### config.mk
export PLATFORM = sky130hd
export DESIGN_NAME = gwsp_box
export DESIGN_NICKNAME = d
export VERILOG_FILES = /design/src/rtl/core/grid_wavefront_shortest_path_defines.svh /design/src/rtl/core/gwsp_pkg.sv /design/src/rtl/core/gwsp_box.sv
export SDC_FILE = /design/constraint.sdc
export NUM_CORES = 1
export LEC_CHECK = 0
export ABC_CLOCK_PERIOD_IN_PS = 25400
export BUFFER_PORTS_ARGS = -buffer_cell sky130_fd_sc_hd__buf_2
export CORE_MARGIN = 10
export CORE_UTILIZATION = 40
export DETAILED_ROUTE_END_ITERATION = 12
export PLACE_DENSITY_LB_ADDON = 0.15
export RECOVER_POWER = 100
export SYNTH_ARGS = -nofsm -noshare
export SYNTH_HDL_FRONTEND = slang
export SYNTH_SLANG_ARGS = --single-unit
### constraint.sdc
create_clock -name vclk -period 25.4
set_input_delay 7.62 -clock vclk [all_inputs]
set_output_delay 7.62 -clock vclk [all_outputs]
set_load 0.03 [all_outputs]
### src/rtl/core/grid_wavefront_shortest_path_defines.svh
// assertion macros for the wavefront router
`ifndef GRID_WAVEFRONT_SHORTEST_PATH_DEFINES_SVH
`define GRID_WAVEFRONT_SHORTEST_PATH_DEFINES_SVH
`ifndef SYNTH
`define GWSP_ASSERT(label, clk, rst, prop, msg) \
  label: assert property (@(posedge clk) disable iff (rst) prop) else $error(msg);
`define GWSP_ASSERT_ALWAYS(label, clk, prop, msg) \
  label: assert property (@(posedge clk) prop) else $error(msg);
`else
`define GWSP_ASSERT(label, clk, rst, prop, msg)
`define GWSP_ASSERT_ALWAYS(label, clk, prop, msg)
`endif
`endif

### src/rtl/core/gwsp_pkg.sv
`default_nettype none
package gwsp_pkg;

  localparam int GRID_SIDE  = 64;
  localparam int COORD_W    = $clog2(GRID_SIDE);
  localparam int ADDR_W     = 2 * COORD_W;
  localparam int CELLS      = 1 << ADDR_W;
  localparam int COORD_IN_W = 16;
  localparam int SPAN_W     = COORD_IN_W + 1;
  localparam int LABEL_W    = 13;
  localparam int LEN_W      = 12;

  typedef logic [COORD_W-1:0] coord_t;
  typedef logic [ADDR_W-1:0]  addr_t;
  typedef logic [LABEL_W-1:0] label_t;
  typedef logic [LEN_W-1:0]   len_t;

  localparam label_t LABEL_FREE  = '0;
  localparam label_t LABEL_START = LABEL_W'(1);
  localparam label_t WAVE_FIRST  = LABEL_W'(2);
  localparam label_t WAVE_LIMIT  = LABEL_W'(13'h1FFD);
  localparam label_t MARK_BLOCK  = LABEL_W'(13'h1FFE);
  localparam label_t MARK_GOAL   = LABEL_W'(13'h1FFF);
  localparam len_t   LEN_MAX     = LEN_W'(4095);

  // largest max-min span whose padded box still fits the grid
  localparam logic [SPAN_W-1:0] SPAN_LIMIT = SPAN_W'(GRID_SIDE - 3);

  typedef struct packed {
    logic   too_large;
    coord_t x_last;
    coord_t y_last;
    coord_t sx;
    coord_t sy;
    coord_t gx;
    coord_t gy;
    coord_t bx;
    coord_t by;
  } box_t;

  typedef struct packed {
    len_t path_length;
    logic reachable;
    logic too_large;
  } result_t;

endpackage
`default_nettype wire

### src/rtl/core/gwsp_box.sv
`default_nettype none
module gwsp_box import gwsp_pkg::*; (
  input  logic signed [COORD_IN_W-1:0] start_x,
  input  logic signed [COORD_IN_W-1:0] start_y,
  input  logic signed [COORD_IN_W-1:0] goal_x,
  input  logic signed [COORD_IN_W-1:0] goal_y,
  input  logic signed [COORD_IN_W-1:0] block_x,
  input  logic signed [COORD_IN_W-1:0] block_y,
  output box_t                         box
);

  logic signed [SPAN_W-1:0] sx, sy, gx, gy, bx, by;
  logic signed [SPAN_W-1:0] min_x, min_y, max_x, max_y;
  logic        [SPAN_W-1:0] span_x, span_y;
  logic signed [SPAN_W-1:0] rel_sx, rel_sy, rel_gx, rel_gy, rel_bx, rel_by;

  always_comb begin
    sx = SPAN_W'(start_x);
    sy = SPAN_W'(start_y);
    gx = SPAN_W'(goal_x);
    gy = SPAN_W'(goal_y);
    bx = SPAN_W'(block_x);
    by = SPAN_W'(block_y);

    min_x = sx;
    if (gx < min_x) min_x = gx;
    if (bx < min_x) min_x = bx;
    max_x = sx;
    if (gx > max_x) max_x = gx;
    if (bx > max_x) max_x = bx;
    min_y = sy;
    if (gy < min_y) min_y = gy;
    if (by < min_y) min_y = by;
    max_y = sy;
    if (gy > max_y) max_y = gy;
    if (by > max_y) max_y = by;

    // never negative, so it reads as unsigned
    span_x = SPAN_W'(max_x - min_x);
    span_y = SPAN_W'(max_y - min_y);

    // coordinates relative to the padded box origin (min - 1)
    rel_sx = sx - min_x + SPAN_W'(1);
    rel_sy = sy - min_y + SPAN_W'(1);
    rel_gx = gx - min_x + SPAN_W'(1);
    rel_gy = gy - min_y + SPAN_W'(1);
    rel_bx = bx - min_x + SPAN_W'(1);
    rel_by = by - min_y + SPAN_W'(1);

    box.too_large = (span_x > SPAN_LIMIT) || (span_y > SPAN_LIMIT);
    box.x_last    = COORD_W'(span_x + SPAN_W'(2));
    box.y_last    = COORD_W'(span_y + SPAN_W'(2));
    box.sx        = COORD_W'(rel_sx);
    box.sy        = COORD_W'(rel_sy);
    box.gx        = COORD_W'(rel_gx);
    box.gy        = COORD_W'(rel_gy);
    box.bx        = COORD_W'(rel_bx);
    box.by        = COORD_W'(rel_by);
  end

endmodule
`default_nettype wire

==> impl_results.md <==
- Reg area: 0 um2
- Status: complete, no violations
- Total global routing overflow: 0
- MaxCap Viol Count: 0
- Placed Cells: 1295
- Post-Synth XOR/XNOR Area: 0.0553
- Initial antenna violation count: 0
- Hold Fails Final Rpt: 0
- Synthesized Nets: 1231
- Pwr Total: 816 uW
- Syn Area/Cell: 7.37 um2
- Crit path arrival time: 16.28 ns
- Post-Synth Simple-Gate Area: 0.156
- Peak VDD IR: 0.0681 mV
- Via count: 6905
- Gate Count Post-Synth: 943
- Final Slew Violations: 0
- Netlist cell types: 70
- Initial DRC Count: 230
- Yosys warns: 0
- DP HPWL: 17900 um
- Hold path depth: 3
- Fill count: 1851
- Pin count of the biggest net entering global routing: 35
- Row count: 48
- Hold Buf Count CTS: 0
- Final setup viols: 0
- First drt pass iteration count: 7
- Seq Cell Count: 0
- Drt drc: 0
- Crit path required time: 17.78 ns
- Layout cells sized above 1: 0.121
- Final Wtd Congestion: 0.864
- Die Span Y: 152 um
- Post-cts sizing count: 0
- Antenna cells: 0
- Worst slew margin: 0.0539
- Multiplexer share of the synthesized area: 0.113
- # nets final: 1360
- Worst setup EP type: output port
- Overall Global Routing Usage: 0.163
- Final Cycle Share: 0.941
- CP max stage delay: 1.01 ns
- Critical path's slowest cell: nor2_2
- Via density: 5.33
- Die X: 152 um
- Hold WS: 15.69 ns
- Area of the multi-input gates: 6340 um2
- Full die area: 23000 um2
- Routed Antenna Nets: 0
- Post-Syn Area: 6950 um2
- Leak: 0.00416 uW
- P per Cell Area: 104 nW/um2
- CP Class: input pin to output port
- Synth Area in Compound Gates: 0.235
- Post-CTS setup buffer count: 0
- First-pass GRT wire length: 33300 um
- Startpoint Class: input pin
- Final std cells w/o fill: 1295
- Unrepaired setup endpoints after global routing: false
- Port bufs: 145
- Synth-to-layout area growth: 12.4%
- I/O Pins: 145
- Total Neg Setup Slack: 0 ns
- Clkbuf count: 0
- Post-layout minimum cycle time: 23.90 ns
- Drt wl/cell: 15.6 um
- Vias in the first global route: 6943
- HP Class: input pin to output port
- Critical path fanouts, max: 29
- Initial Util: 0.405
- Largest family of logic cells by synthesized area: adder cells
- Sequential element share of the synthesized area: 0
- Adder-Cell Fraction of Synth Area: 0.354
- Core box area: 17200 um2
- Worst-margin pin slew: 1.42 ns
- Fmax: 41.8 MHz
- WL final: 20200 um
==> worst max-delay path: cells and delay by family <==
kind | cells | cell delay (ns)
buffers and inverters | 5 | 0.98
AND/OR/NAND/NOR | 6 | 3.12
AO/OA/AOI/OAI | 14 | 2.13
adder cells (fa/ha/maj) | 4 | 1.32
multiplexers | 2 | 0.84
XOR/XNOR | 2 | 0.26
==> area by class of cell <==
class	count	area share
Multi-Input combinational cell	790	0.811
Timing Repair Buffer	149	0.0897
Inverter	131	0.0629
Tap cell	225	0.0360
==> metal layers <==
metal / vias up / track usage / routed length [um]
li1: 3661 / - / -
met5: - / 0 / 0
met2: 151 / 0.288 / 9320
met4: 0 / 0.0133 / 183
met3: 12 / 0.0158 / 793
met1: 3081 / 0.217 / 9910
==> through the flow <==
step | utilization | cell area [um2] | setup slack (ns)
after floorplan | - | 6950 | 3.44
after global placement | 0.460 | 7900 | 2.09
after detailed placement | 0.460 | 7900 | 2.06
after CTS | 0.460 | 7900 | 2.04
after global routing | 0.455 | 7810 | 0.917
final | 0.455 | 7810 | 1.50
==> final timing paths <==
check	to	start
max	box[48]	start_y[10]
min	box[18]	goal_x[0]
==> report_power, final <==
part	internal [uW]	total, uW	switching [uW]
registers	0	0	0
logic	292	816	524
clock network	0	0	0
total	292	816	524
==> layout by cell type (no fill, tap or decap), drive strengths merged, types with 4 or more instances in the layout <==
cell / synthesis / layout
clkbuf: 12 / 40
nor2: 82 / 82
o21a: 16 / 16
fa: 8 / 8
a2111oi: 4 / 4
nor3: 13 / 13
a21oi: 112 / 112
inv: 131 / 131
ha: 184 / 184
nand2: 30 / 30
mux2: 8 / 8
a31o: 4 / 4
o21ai: 40 / 40
xnor2: 37 / 37
a31oi: 5 / 5
a21boi: 4 / 4
nand2b: 4 / 4
o22ai: 4 / 4
o211ai: 6 / 6
a211o: 4 / 4
and3: 5 / 5
mux2i: 69 / 69
nor4: 7 / 7
a211oi: 4 / 4
xor2: 6 / 6
nand3: 22 / 22
nand4: 24 / 24
nor2b: 18 / 18
buf: 10 / 109
a21o: 30 / 30
==> logic make-up (layout without fill, tap and decap cells) <==
kind of cell,after synthesis,after routing
xor gates and xnor gates,43,43
AOI/OAI and AO/OA,259,259
adders and majority gates,192,192
and+or+nand+nor,219,219
muxes,77,77
buffers and inverters,153,280
==> cell usage after synthesis (5+ instances only) <==
library cell | number | area share
a31oi_1 | 5 | 0.0045
nand3_1 | 22 | 0.016
nor3_1 | 12 | 0.0086
nand4_1 | 23 | 0.021
fa_1 | 8 | 0.023
mux2i_1 | 68 | 0.098
nand2_1 | 30 | 0.016
inv_1 | 131 | 0.071
o21ai_0 | 40 | 0.029
clkbuf_1 | 12 | 0.0065
xor2_1 | 5 | 0.0063
nor4_1 | 6 | 0.0054
xnor2_1 | 37 | 0.047
ha_1 | 184 | 0.33
o211ai_1 | 6 | 0.0065
a21o_1 | 30 | 0.032
nor2_1 | 81 | 0.044
nor2b_1 | 18 | 0.016
o21a_1 | 16 | 0.017
a21oi_1 | 111 | 0.080
mux2_2 | 7 | 0.011
and3_1 | 5 | 0.0045
buf_2 | 6 | 0.0043
(Power assumes the default switching activity.)
